===== src/rtl/bbsf_pkg.sv =====
// ----------------------------------------------------------------------------
// bbsf_pkg: shared types and constants for the balanced byte symbol framer
// Action and symbol kind codes, controller/datapath command and status
// structs, and the byte balancing function.
// ----------------------------------------------------------------------------
package bbsf_pkg;

   // field widths fixed by the interface
   localparam int TOTAL_LENGTH_W   = 64;
   localparam int LENGTH_BITS_DEF  = 64;
   localparam int GROUP_W          = 7;
   localparam int BALANCE_LIMIT    = 4;

   localparam logic [7:0] GROUP_MASK = 8'h7F;
   localparam logic [7:0] END_MARK   = 8'h80;

   // input item action codes
   typedef enum logic [1:0] {
      ACT_START  = 2'd0,
      ACT_DATA   = 2'd1,
      ACT_FINISH = 2'd2
   } action_type;

   // output symbol kinds
   typedef enum logic [1:0] {
      KIND_LENGTH = 2'd0,
      KIND_DATA   = 2'd1,
      KIND_CLOSE  = 2'd2
   } kind_type;

   // controller -> datapath
   typedef struct packed {
      logic load_len;    // capture length, force phase to one
      logic emit_group;  // emit next length group
      logic emit_data;   // emit data byte, lower the remaining count
      logic emit_close;  // emit closing sync symbol
   } cmd_type;

   // datapath -> controller
   typedef struct packed {
      logic slot_free;   // output register can take a symbol this cycle
      logic phase;       // current phase flag
      logic group_last;  // next length group is the final one
   } stat_type;

   // count of ones in a byte
   function automatic logic [3:0] ones_in_byte(input logic [7:0] b);
      logic [3:0] n;
      n = '0;
      for (int i = 0; i < 8; i++) begin
         n = n + {3'b000, b[i]};
      end
      return n;
   endfunction

   // balance a byte: bit 8 is the inverted flag, bits 7:0 the symbol bits
   function automatic logic [8:0] balance_byte(input logic [7:0] b);
      logic inv;
      inv = (ones_in_byte(b) > 4'(BALANCE_LIMIT));
      return {inv, inv ? ~b : b};
   endfunction

endpackage


===== src/rtl/bbsf_req_if.sv =====
// ----------------------------------------------------------------------------
// bbsf_req_if: input item channel
// Valid/ready channel carrying action, length and data byte.
// ----------------------------------------------------------------------------
interface bbsf_req_if import bbsf_pkg::*; ();
   logic                      valid;
   logic                      ready;
   logic [1:0]                action;
   logic [TOTAL_LENGTH_W-1:0] total_length;
   logic [7:0]                data_byte;

   modport source (output valid, action, total_length, data_byte, input ready);
   modport sink   (input valid, action, total_length, data_byte, output ready);
endinterface


===== src/rtl/bbsf_rsp_if.sv =====
// ----------------------------------------------------------------------------
// bbsf_rsp_if: result symbol channel
// Valid/ready channel carrying one framed 10-bit symbol plus kind and last.
// ----------------------------------------------------------------------------
interface bbsf_rsp_if;
   logic       valid;
   logic       ready;
   logic [7:0] symbol_bits;
   logic       inverted;
   logic       sync_bit;
   logic [1:0] symbol_kind;
   logic       last;

   modport source (output valid, symbol_bits, inverted, sync_bit, symbol_kind, last,
                   input ready);
   modport sink   (input valid, symbol_bits, inverted, sync_bit, symbol_kind, last,
                   output ready);
endinterface


===== src/rtl/balanced_byte_symbol_framer_top.sv =====
// ----------------------------------------------------------------------------
// balanced_byte_symbol_framer_top: balanced byte symbol framer
// Frames a byte stream into 10-bit symbols (8 balanced bits, inverted
// flag, sync bit), with a 7-bit group length header and closing symbol.
//
//   channel   dir  handshake            payload
//   req_bus   in   valid/ready          action, total_length, data_byte
//   rsp_bus   out  valid/ready          symbol_bits, inverted, sync_bit,
//                                       symbol_kind, last
//
// Data and finish beats pass one per cycle while the output is not stalled.
// A start beat loads the group shifter, then emits the 7-bit length groups
// (up to ceil(LENGTH_BITS/7)) in turn while the input waits.
// The single output register accepts a new symbol in the cycle its
// previous one is taken; a stalled output stalls the input.
// Synchronous reset sets the phase flag to one and empties the output.
// ----------------------------------------------------------------------------
module balanced_byte_symbol_framer_top import bbsf_pkg::*; #(
   parameter int LENGTH_BITS = LENGTH_BITS_DEF
) (
   input logic        clock,
   input logic        reset,
   bbsf_req_if.sink   req_bus,
   bbsf_rsp_if.source rsp_bus
);

   cmd_type  cmd;
   stat_type stat;

   // controller
   bbsf_ctrl u_ctrl (
      .clock      (clock),
      .reset      (reset),
      .req_valid  (req_bus.valid),
      .req_action (req_bus.action),
      .req_ready  (req_bus.ready),
      .stat       (stat),
      .cmd        (cmd)
   );

   // datapath
   bbsf_datapath #(
      .LENGTH_BITS (LENGTH_BITS)
   ) u_datapath (
      .clock        (clock),
      .reset        (reset),
      .total_length (req_bus.total_length),
      .data_byte    (req_bus.data_byte),
      .cmd          (cmd),
      .stat         (stat),
      .rsp          (rsp_bus)
   );

endmodule


===== src/rtl/bbsf_ctrl.sv =====
// ----------------------------------------------------------------------------
// bbsf_ctrl: framer controller
// Decodes accepted input beats and sequences the length group emission.
// ----------------------------------------------------------------------------
module bbsf_ctrl import bbsf_pkg::*; (
   input  logic       clock,
   input  logic       reset,
   input  logic       req_valid,
   input  logic [1:0] req_action,
   output logic       req_ready,
   input  stat_type   stat,
   output cmd_type    cmd
);

   typedef enum logic {
      ST_IDLE,
      ST_LEN
   } state_type;

   state_type state_ff, state_in;
   logic      accept;

   // input is taken only when idle and the output slot frees up
   assign req_ready = (state_ff == ST_IDLE) && stat.slot_free;
   assign accept    = req_valid && req_ready;

   // command decode
   always_comb begin
      cmd      = '0;
      state_in = state_ff;
      unique case (state_ff)
         ST_IDLE: begin
            if (accept) begin
               unique case (req_action)
                  ACT_START: begin
                     cmd.load_len = 1'b1;
                     state_in     = ST_LEN;
                  end
                  ACT_DATA:   cmd.emit_data  = 1'b1;
                  ACT_FINISH: cmd.emit_close = stat.phase;
                  default:    ;  // unused code: dropped
               endcase
            end
         end
         ST_LEN: begin
            if (stat.slot_free) begin
               cmd.emit_group = 1'b1;
               if (stat.group_last) begin
                  state_in = ST_IDLE;
               end
            end
         end
         default: state_in = ST_IDLE;
      endcase
   end

   // state register
   always_ff @(posedge clock) begin
      if (reset) begin
         state_ff <= ST_IDLE;
      end else begin
         state_ff <= state_in;
      end
   end

endmodule


===== src/rtl/bbsf_datapath.sv =====
// ----------------------------------------------------------------------------
// bbsf_datapath: framer datapath
// Length group shifter, phase flag, remaining count, balancing and the
// output symbol register.
// ----------------------------------------------------------------------------
module bbsf_datapath import bbsf_pkg::*; #(
   parameter int LENGTH_BITS = LENGTH_BITS_DEF
) (
   input  logic                      clock,
   input  logic                      reset,
   input  logic [TOTAL_LENGTH_W-1:0] total_length,
   input  logic [7:0]                data_byte,
   input  cmd_type                   cmd,
   output stat_type                  stat,
   bbsf_rsp_if.source                rsp
);

   logic [LENGTH_BITS-1:0] shift_ff, shift_in;
   logic [LENGTH_BITS-1:0] count_ff, count_in;
   logic                   phase_ff, phase_in;
   logic                   out_valid_ff, out_valid_in;
   logic [7:0]             out_bits_ff, out_bits_in;
   logic                   out_inv_ff, out_inv_in;
   logic                   out_sync_ff, out_sync_in;
   kind_type               out_kind_ff, out_kind_in;
   logic                   out_last_ff, out_last_in;

   logic                   rest_zero;
   logic                   emit_any;
   logic [7:0]             raw;
   logic [8:0]             balanced;

   assign rest_zero = ((shift_ff >> GROUP_W) == '0);
   assign emit_any  = cmd.emit_group || cmd.emit_data || cmd.emit_close;

   assign stat.slot_free  = !out_valid_ff || rsp.ready;
   assign stat.phase      = phase_ff;
   assign stat.group_last = rest_zero;

   // symbol selection and state update
   always_comb begin
      shift_in    = shift_ff;
      count_in    = count_ff;
      phase_in    = phase_ff;
      raw         = 8'h00;
      out_kind_in = out_kind_ff;
      out_last_in = out_last_ff;

      if (cmd.load_len) begin
         shift_in = total_length[LENGTH_BITS-1:0];
         count_in = total_length[LENGTH_BITS-1:0];
         phase_in = 1'b1;
      end

      if (cmd.emit_data) begin
         raw         = data_byte;
         out_kind_in = KIND_DATA;
         out_last_in = 1'b1;
         if (count_ff != '0) begin
            count_in = count_ff - 1'b1;
         end
      end else if (cmd.emit_close) begin
         out_kind_in = KIND_CLOSE;
         out_last_in = 1'b1;
      end else if (cmd.emit_group) begin
         out_kind_in = KIND_LENGTH;
         out_last_in = rest_zero;
         shift_in    = shift_ff >> GROUP_W;
         // zero length: plain 0x00 without end mark
         if (shift_ff != '0) begin
            raw = (8'(shift_ff[GROUP_W-1:0]) & GROUP_MASK) | (rest_zero ? END_MARK : 8'h00);
         end
      end

      if (emit_any) begin
         phase_in = !phase_ff;
      end
   end

   assign balanced    = balance_byte(raw);
   assign out_bits_in = emit_any ? balanced[7:0] : out_bits_ff;
   assign out_inv_in  = emit_any ? balanced[8]   : out_inv_ff;
   assign out_sync_in = emit_any ? phase_ff      : out_sync_ff;

   // output valid: set on emit, cleared when the beat is taken
   always_comb begin
      out_valid_in = out_valid_ff;
      if (emit_any) begin
         out_valid_in = 1'b1;
      end else if (rsp.ready) begin
         out_valid_in = 1'b0;
      end
   end

   // control registers
   always_ff @(posedge clock) begin
      if (reset) begin
         phase_ff     <= 1'b1;
         count_ff     <= '0;
         out_valid_ff <= 1'b0;
      end else begin
         phase_ff     <= phase_in;
         count_ff     <= count_in;
         out_valid_ff <= out_valid_in;
      end
   end

   // payload registers
   always_ff @(posedge clock) begin
      shift_ff    <= shift_in;
      out_bits_ff <= out_bits_in;
      out_inv_ff  <= out_inv_in;
      out_sync_ff <= out_sync_in;
      out_kind_ff <= out_kind_in;
      out_last_ff <= out_last_in;
   end

   assign rsp.valid       = out_valid_ff;
   assign rsp.symbol_bits = out_bits_ff;
   assign rsp.inverted    = out_inv_ff;
   assign rsp.sync_bit    = out_sync_ff;
   assign rsp.symbol_kind = out_kind_ff;
   assign rsp.last        = out_last_ff;

endmodule

===== src/flat_wrapper.sv =====
// flat-port wrapper written by rule: the top's interface ports become plain ports
module balanced_byte_symbol_framer_top_flat import bbsf_pkg::*;
#(
   parameter int LENGTH_BITS = LENGTH_BITS_DEF
)
  (clock, reset, req_bus_valid, req_bus_action, req_bus_total_length, req_bus_data_byte, req_bus_ready, rsp_bus_valid, rsp_bus_symbol_bits, rsp_bus_inverted, rsp_bus_sync_bit, rsp_bus_symbol_kind, rsp_bus_last, rsp_bus_ready);
  bbsf_req_if req_bus_i ();
  bbsf_rsp_if rsp_bus_i ();
  input logic clock;
  input logic reset;
  input wire logic [$bits(req_bus_i.valid)-1:0] req_bus_valid;
  input wire logic [$bits(req_bus_i.action)-1:0] req_bus_action;
  input wire logic [$bits(req_bus_i.total_length)-1:0] req_bus_total_length;
  input wire logic [$bits(req_bus_i.data_byte)-1:0] req_bus_data_byte;
  output wire logic [$bits(req_bus_i.ready)-1:0] req_bus_ready;
  output wire logic [$bits(rsp_bus_i.valid)-1:0] rsp_bus_valid;
  output wire logic [$bits(rsp_bus_i.symbol_bits)-1:0] rsp_bus_symbol_bits;
  output wire logic [$bits(rsp_bus_i.inverted)-1:0] rsp_bus_inverted;
  output wire logic [$bits(rsp_bus_i.sync_bit)-1:0] rsp_bus_sync_bit;
  output wire logic [$bits(rsp_bus_i.symbol_kind)-1:0] rsp_bus_symbol_kind;
  output wire logic [$bits(rsp_bus_i.last)-1:0] rsp_bus_last;
  input wire logic [$bits(rsp_bus_i.ready)-1:0] rsp_bus_ready;
  assign req_bus_i.valid = req_bus_valid;
  assign req_bus_i.action = req_bus_action;
  assign req_bus_i.total_length = req_bus_total_length;
  assign req_bus_i.data_byte = req_bus_data_byte;
  assign req_bus_ready = req_bus_i.ready;
  assign rsp_bus_valid = rsp_bus_i.valid;
  assign rsp_bus_symbol_bits = rsp_bus_i.symbol_bits;
  assign rsp_bus_inverted = rsp_bus_i.inverted;
  assign rsp_bus_sync_bit = rsp_bus_i.sync_bit;
  assign rsp_bus_symbol_kind = rsp_bus_i.symbol_kind;
  assign rsp_bus_last = rsp_bus_i.last;
  assign rsp_bus_i.ready = rsp_bus_ready;
  balanced_byte_symbol_framer_top #(.LENGTH_BITS(LENGTH_BITS)) u_core (.clock(clock), .reset(reset), .req_bus(req_bus_i), .rsp_bus(rsp_bus_i));
endmodule

===== config.mk =====
export PLATFORM = sky130hd
export DESIGN_NAME = balanced_byte_symbol_framer_top_flat
export DESIGN_NICKNAME = d
export VERILOG_FILES = /design/src/rtl/bbsf_pkg.sv /design/src/rtl/bbsf_req_if.sv /design/src/rtl/bbsf_rsp_if.sv /design/src/rtl/balanced_byte_symbol_framer_top.sv /design/src/rtl/bbsf_ctrl.sv /design/src/rtl/bbsf_datapath.sv /design/src/flat_wrapper.sv
export SDC_FILE = /design/constraint.sdc
export NUM_CORES = 1
export LEC_CHECK = 0
export BUFFER_PORTS_ARGS = -buffer_cell sky130_fd_sc_hd__buf_2
export CAP_MARGIN = 10
export CORE_MARGIN = 5
export CORE_UTILIZATION = 48
export CTS_CLUSTER_DIAMETER = 120
export CTS_CLUSTER_SIZE = 30
export DETAILED_ROUTE_END_ITERATION = 8
export PLACE_DENSITY = 0.74
export RECOVER_POWER = 100
export SLEW_MARGIN = 20
export SYNTH_ARGS = -nofsm -noshare
export SYNTH_HDL_FRONTEND = slang
export SYNTH_SLANG_ARGS = --single-unit
export TNS_END_PERCENT = 20

===== constraint.sdc =====
create_clock -name clock -period 7.3 [get_ports clock]
set_clock_uncertainty 0.15 [all_clocks]
set_input_delay 1.095 -clock clock [delete_from_list [all_inputs] [get_ports clock]]
set_output_delay 1.095 -clock clock [all_outputs]
set_load 0.05 [all_outputs]

# Word-level counts from Yosys, hierarchy flattened
# Cells that the tools add are included.
[word_totals] reg_bits=80 latchBits=0 ram_bits=0 romBits=0 inputBits=78 output_inout_bits=15 wordCells=64 mem_count=0
[op_classes] add_sub_neg=7 mul=0 n_div=0 n_lt_le_gt_ge=1 n_eq_ne=2 shift=0 muxes=28 bitwise_logic=3 n_reduce_logical=14
[ops] op="2-to-1 mux 64 bit" n=4
[ops] op="zero test 64 bit" n=1
[ops] op="nonzero test 64 bit" n=1
[ops] op="2-to-1 mux 8 bit" n=6
[ops] op="adder 4 x 1 -> 4 bit" n=4
[ops] op="2-to-1 mux 1 bit" n=13
[ops] op="2-to-1 mux 2 bit" n=4
[ops] op="inverter 8 bit" n=1
[ops] op="bitwise OR 7 x 8 -> 8 bit" n=1
[ops] op="nonzero test 2 bit" n=3
[ops] op="adder 3 x 1 -> 4 bit" n=1
[ops] op="> comparator 4 x 3 -> 1 bit (second input constant)" n=1
[ops] op="adder 2 x 1 -> 3 bit" n=1
[ops] op="logical OR 1 bit" n=3
[ops] op="adder 1 x 1 -> 2 bit" n=1
[ops] op="== test 2 x 1 -> 1 bit (second input constant)" n=1
[ops] op="== test 2 bit (second input constant)" n=1
[ops] op="logical AND 1 bit" n=2
[ops] op="zero test 1 bit" n=2
[ops] op="zero test 2 bit" n=1
[ops] op="one-hot mux 1 bit (2 select lines)" n=1
[ops] op="OR reduction 2 bit" n=1
[ops] op="inverter 1 bit" n=1

# Longest topological paths before layout
[depth] word_depth=17 depth_mapped=17 depth_no_buf=16

# By module
# From an unflattened synthesis, not the netlist that was laid out.
[unflattened] hier_cells=369 hier_area_um2=3604.7
[modules_own_cells] module="bbsf_datapath" instances=1 cells_each=358 area_per_inst_um2=3514.6 seq_area_each_um2=1681.6
[modules_own_cells] module="bbsf_ctrl" instances=1 cells_each=11 area_per_inst_um2=90.1 seq_area_each_um2=20.0

# Worst setup path before layout
# Ideal clock, no wire load.
[synth_path] kind="input -> register" start="in rsp_bus_ready" end="reg u_core.u_datapath.out_bits_ff[7], in the netlist u_core.u_datapath.rsp.symbol_bits[7] (data pin)" t_arrival_ns=5.029 t_required_ns=6.887 setup_slack_ns=1.859 stages=17 path_buffers=1 path_cell_list="nand2b_4 -> and3_1 -> and2_1 -> buf_2 -> a22o_1 -> fa_1 -> fa_1 -> inv_1 -> fa_1 -> inv_1 -> ha_1 -> fa_1 -> nor2_1 -> o21ai_0 -> a21oi_2 -> inv_1 -> xnor2_1"
[synth_via] elab_chain_cells=16 word_cells_on_any_way=20 cone_classes="add/sub (7); order compare (1); mux (8); bitwise (1); reduce/logical (3)"
[synth_lines] element="start: declaration" line_no="flat_wrapper.sv:22" text="input wire logic [$bits(rsp_bus_i.ready)-1:0] rsp_bus_ready;"
[synth_lines] element="logical OR 1 bit (*)" line_no="bbsf_datapath.sv:36" text="assign stat.slot_free = !out_valid_ff || rsp.ready;"
[synth_lines] element="logical AND 1 bit" line_no="bbsf_ctrl.sv:24" text="assign req_ready = (state_ff == ST_IDLE) && stat.slot_free;"
[synth_lines] element="logical AND 1 bit" line_no="bbsf_ctrl.sv:25" text="assign accept = req_valid && req_ready;"
[synth_lines] element="2-to-1 mux 2 bit" line_no="bbsf_ctrl.sv:33" text="if (accept) begin"
[synth_lines] element="2-to-1 mux 2 bit" line_no="bbsf_ctrl.sv:31" text="unique case (state_ff)"
[synth_lines] element="2-to-1 mux 8 bit" line_no="bbsf_datapath.sv:62" text="end else if (cmd.emit_close) begin"
[synth_lines] element="2-to-1 mux 8 bit (*)" line_no="bbsf_datapath.sv:55" text="if (cmd.emit_data) begin"
[synth_lines] element="adder 1 x 1 -> 2 bit" line_no="bbsf_pkg.sv:51" text="n = n + {3'b000, b[i]};"
[synth_lines] element="adder 2 x 1 -> 3 bit" line_no="bbsf_pkg.sv:51"
[synth_lines] element="adder 3 x 1 -> 4 bit" line_no="bbsf_pkg.sv:51"
[synth_lines] element="adder 4 x 1 -> 4 bit (3 in a row)" line_no="bbsf_pkg.sv:51"
[synth_lines] element="adder 4 x 1 -> 4 bit (*)" line_no="bbsf_pkg.sv:51"
[synth_lines] element="> comparator 4 x 3 -> 1 bit (*)" line_no="bbsf_pkg.sv:59" text="inv = (ones_in_byte(b) > 4'(BALANCE_LIMIT));"
[synth_lines] element="named net u_core.u_datapath.balanced[8]" line_no="bbsf_datapath.sv:31" text="logic [8:0] balanced;"
[synth_lines] element="2-to-1 mux 8 bit (*)" line_no="bbsf_pkg.sv:60" text="return {inv, inv ? ~b : b};"
[synth_lines] element="named net u_core.u_datapath.balanced[7]" line_no="bbsf_datapath.sv:31"
[synth_lines] element="end signal: assignment" line_no="bbsf_datapath.sv:111" text="out_bits_ff <= out_bits_in;"
[synth_lines] element="end: declaration" line_no="bbsf_datapath.sv:22" text="logic [7:0] out_bits_ff, out_bits_in;"
# Mark *: on every way through the listed nets, which the timed path passes. The rest lies on a longest branch.
# A chain may end at the register's enable or synchronous reset.

# Worst setup path in the final report
[layout_path] start="in rsp_bus_ready" end="reg u_core.u_datapath.out_bits_ff[4], in the netlist u_core.u_datapath.rsp.symbol_bits[4] (data pin)"
# Same word-level chain as after synthesis.

==> run summary <==
RUN STATUS
-------------------------------------------------------------------------------------
Run status                                                               finished, violations left
Failing checks                                                           max-capacitance violations, max-slew violations

SYNTH
-------------------------------------------------------------------------------------
Synth area leader                                                             dfxtp_1
Average footprint of a synthesized cell                                      8.07 µm²
Synth Register Bits                                                                80
Fraction of synthesis flops using an asynchronous set or reset pin                 0%
Net count of the mapped netlist                                                   530
Library cells used by synthesis                                                    39
Commonest cells in the netlist                                           nand2_1, dfxtp_1, nor2_1
Library cell with the highest instance count after synthesis                  nand2_1
Yosys warnings                                                                      0
Share of the yosys chip area belonging to registers                             47.4%
EDFF count, synth                                                                  10
Synthesized instance count                                                        445
Dominant register cell in the synthesized netlist                             dfxtp_1
Share of the synthesized area in the top cell type                              39.0%
Netlist area before placement                                                3590 µm²
Most area-consuming cells after synthesis                                dfxtp_1, nand2_1, a31oi_1, edfxtp_1, nor2_1

CRITICAL PATH
-------------------------------------------------------------------------------------
Launching element of the worst setup path                                rsp_bus_ready
Critical setup path kind                                                    in -> reg
Launching element type of the critical path                                 input pin
Number of cells traversed by the worst register-to-register path                   15
Crit path max fanout                                                               15
Worst r2r dst                                                            u_core.u_datapath.rsp.symbol_bits[4]
Internal reg-to-reg setup slack                                               1.72 ns
Startpoint of the most critical register-to-register path                u_core.u_ctrl.state_ff
Capture point of the critical path                                       u_core.u_datapath.rsp.symbol_bits[4]
Critical path endpoint category                                              register
Required time of the critical path                                            7.25 ns
Arrival time at the worst endpoint                                            6.01 ns

ROUTE
-------------------------------------------------------------------------------------
Final WL                                                                      8750 µm
Vias post-DR                                                                     3295
Residual DRC count                                                                  0
Length of the first detailed-routing pass in iterations                             4
Remaining antenna violation count after routing                                     0
1st-iter DRT viols                                                                209
Via density per instance                                                         5.29
Wire per inst                                                                 14.0 µm

CLOCKING
-------------------------------------------------------------------------------------
CTS tree                                                                          yes
Num CTS Buffers                                                                     9
Number of gates resized after cts                                                   0
Level count of the clock H-tree                                                     3
Worst-Skew Late Latency                                                       0.35 ns
Clk sinks                                                                          80
CTS Hold Buffers Added                                                              0
Clock-pin slew of the registers on the worst-case setup and hold paths        0.08 ns
Clock Tree Buf Depth                                                                2
Post CTS Setup Buffer Count                                                         0
Root cell of the clock tree                                                  clkbuf_8

TIMING
-------------------------------------------------------------------------------------
Total Negative Setup Slacks                                                      0 ns
Crit path time final                                                          6.06 ns
Relative slew slack                                                             -109%
RSZ-0062 raised after global routing                                               no
Max Clock Freq                                                                165 MHz
Final setup violation count                                                         0
Number of pins with negative max-slew slack in the final report                    67
Slew at the pin closest to its max-slew limit                                 3.13 ns
Final Hold Violating Endpoints                                                      0
Crit share post-route                                                           83.0%
Final setup margin                                                            1.24 ns
Hold Slack                                                                   0.331 ns

GRT
-------------------------------------------------------------------------------------
Pin count of the biggest net entering global routing                              122
First-pass GRT wire length                                                   14100 µm
GRT Total Usage                                                                 19.5%
Vias in the first global route                                                   3023
Total global routing overflow                                                       0
Antenna violations before repair                                                    0

HOLD PATH
-------------------------------------------------------------------------------------
Type of the worst min-delay path                                           reg -> reg
Hold Startpoint                                                          u_core.u_datapath.shift_ff[61]

FLOORPLANNING
-------------------------------------------------------------------------------------
DIE WIDTH                                                                     96.5 µm
IO Pins                                                                            93
Chip height                                                                   96.5 µm
Overall die area                                                             9310 µm²
Initial standard-cell utilization of the core                                   49.5%
Core Region                                                                  7250 µm²
Site row count                                                                     31

POWER
-------------------------------------------------------------------------------------
Total net switching power                                                  0.000399 W
Worst vdd ir                                                               0.000139 V
Combinational power share                                                       21.1%
Switching part of the total                                                     32.4%
Power per standard cell area                                               293 nW/µm²
Sequential share of power                                                       54.2%
Leakage dissipation                                                           1.87 nW
Power share of the clock group                                                  24.7%
Int Pwr                                                                    0.000831 W

PLACE
-------------------------------------------------------------------------------------
DP HPWL                                                                       6140 µm
PortBufs                                                                           92
Placement Setup Slack                                                         1.43 ns
Routability cong.                                                               0.789

CELLS AND AREA
-------------------------------------------------------------------------------------
Antenna diode count                                                                 0
Final layout net count                                                            604
Share of layout cells above drive strength 1                                    18.7%
Synthesis-to-finish area growth                                                 17.0%

FLOW RUN
-------------------------------------------------------------------------------------
Max-cap violations                                                                  1

## flip-flops by register name, indices dropped and copies added (netlist names)
signal	count
u_core.u_ctrl.state_ff	1
u_core.u_datapath.rsp.valid	1
u_core.u_datapath.phase_ff	1
u_core.u_datapath.rsp.symbol_kind	2
u_core.u_datapath.shift_ff	64
u_core.u_datapath.rsp.symbol_bits	8
u_core.u_datapath.rsp.last	1
u_core.u_datapath.rsp.inverted	1
u_core.u_datapath.rsp.sync_bit	1
## per-stage QoR
stage / instances / total power [W] / utilization (%) / area, µm²
2_1_floorplan: 445 / 0.000849 / - / 3590
3_3_place_gp: 607 / 0.000922 / 55.7 / 4040
3_5_place_dp: 607 / 0.000935 / 55.8 / 4050
4_1_cts: 623 / 0.00124 / 58.4 / 4230
5_1_grt: 623 / 0.00131 / 57.9 / 4200
6_report: 623 / 0.00123 / 57.9 / 4200
## final cells by class
class	count	area, µm²
Inverter	5	18.8
Fill cell	697	3050
Sequential cell	80	1700
Timing Repair Buffer	92	442
Multi-Input combinational cell	331	1730
Clock inverter	2	12.5
Clock buffer	14	173
Tap cell	99	124
## placed cells by master (no fill, tap or decap), types with 2 or more instances in the layout
cell type / instances
a21oi_1: 11
a22o_1: 6
a22oi_2: 2
a31oi_1: 57
buf_2: 77
clkbuf_1: 17
clkbuf_8: 12
dfxtp_1: 70
edfxtp_1: 10
fa_1: 4
ha_1: 3
inv_1: 4
nand2_1: 136
nand3_1: 3
nand4_1: 3
nor2_1: 63
nor3_1: 2
nor4_1: 13
xnor2_1: 8
## logic make-up (layout without fill, tap and decap cells)
family | after synthesis | after routing | share of synthesized area [%]
AO/OA/AOI/OAI | 82 | 82 | 15.2
XOR/XNOR | 8 | 8 | 1.95
adder cells (fa/ha/maj) | 7 | 7 | 3.28
buffers and inverters | 34 | 113 | 4.50
flip-flops | 80 | 80 | 47.4
AND/OR/NAND/NOR | 234 | 234 | 27.6
## worst min-delay path by stage
stage | to | slack (ns) | cells after the start
finish | u_core.u_datapath.shift_ff[61] | 0.33 | 2
global route | u_core.u_datapath.shift_ff[61] | 0.35 | 2
CTS | u_core.u_datapath.shift_ff[61] | 0.33 | 2
detailed placement | u_core.u_datapath.shift_ff[61] | 0.32 | 2
global placement | u_core.u_datapath.rsp.last | 0.32 | 2
floorplan | u_core.u_datapath.shift_ff[57] | 0.30 | 2
## critical path: stages
cell and delay, ns:
buf_2 0.08, and2b_1 0.20, nor2_1 0.78, a22o_1 0.33, fa_1 0.45, fa_1 0.52
inv_1 0.05, fa_1 0.47, inv_1 0.04, ha_1 0.21, fa_1 0.49, nor2_1 0.16
o21ai_0 0.09, a21oi_1 0.66, inv_1 0.22, xnor2_1 0.17
## power groups by stage
stage / clock network, W / registers (W) / logic [W]
finish: 0.000304 / 0.000667 / 0.000259
global route: 0.000332 / 0.000683 / 0.000296
CTS: 0.000312 / 0.000665 / 0.000262
detailed placement: 0 / 0.000674 / 0.000260
global placement: 0 / 0.000671 / 0.000251
floorplan: 0 / 0.000675 / 0.000174
## layer usage
layer	global-route usage (%)	share of wire (%)	routed length (µm)	vias up
met5	0	0	0	-
met4	5.37	1.0	88	0
li1	-	-	-	1680
met3	4.65	6.3	550	7
met1	26.7	46	4050	1522
met2	30.9	46	4060	86
Power figures use the tool's default switching activity.
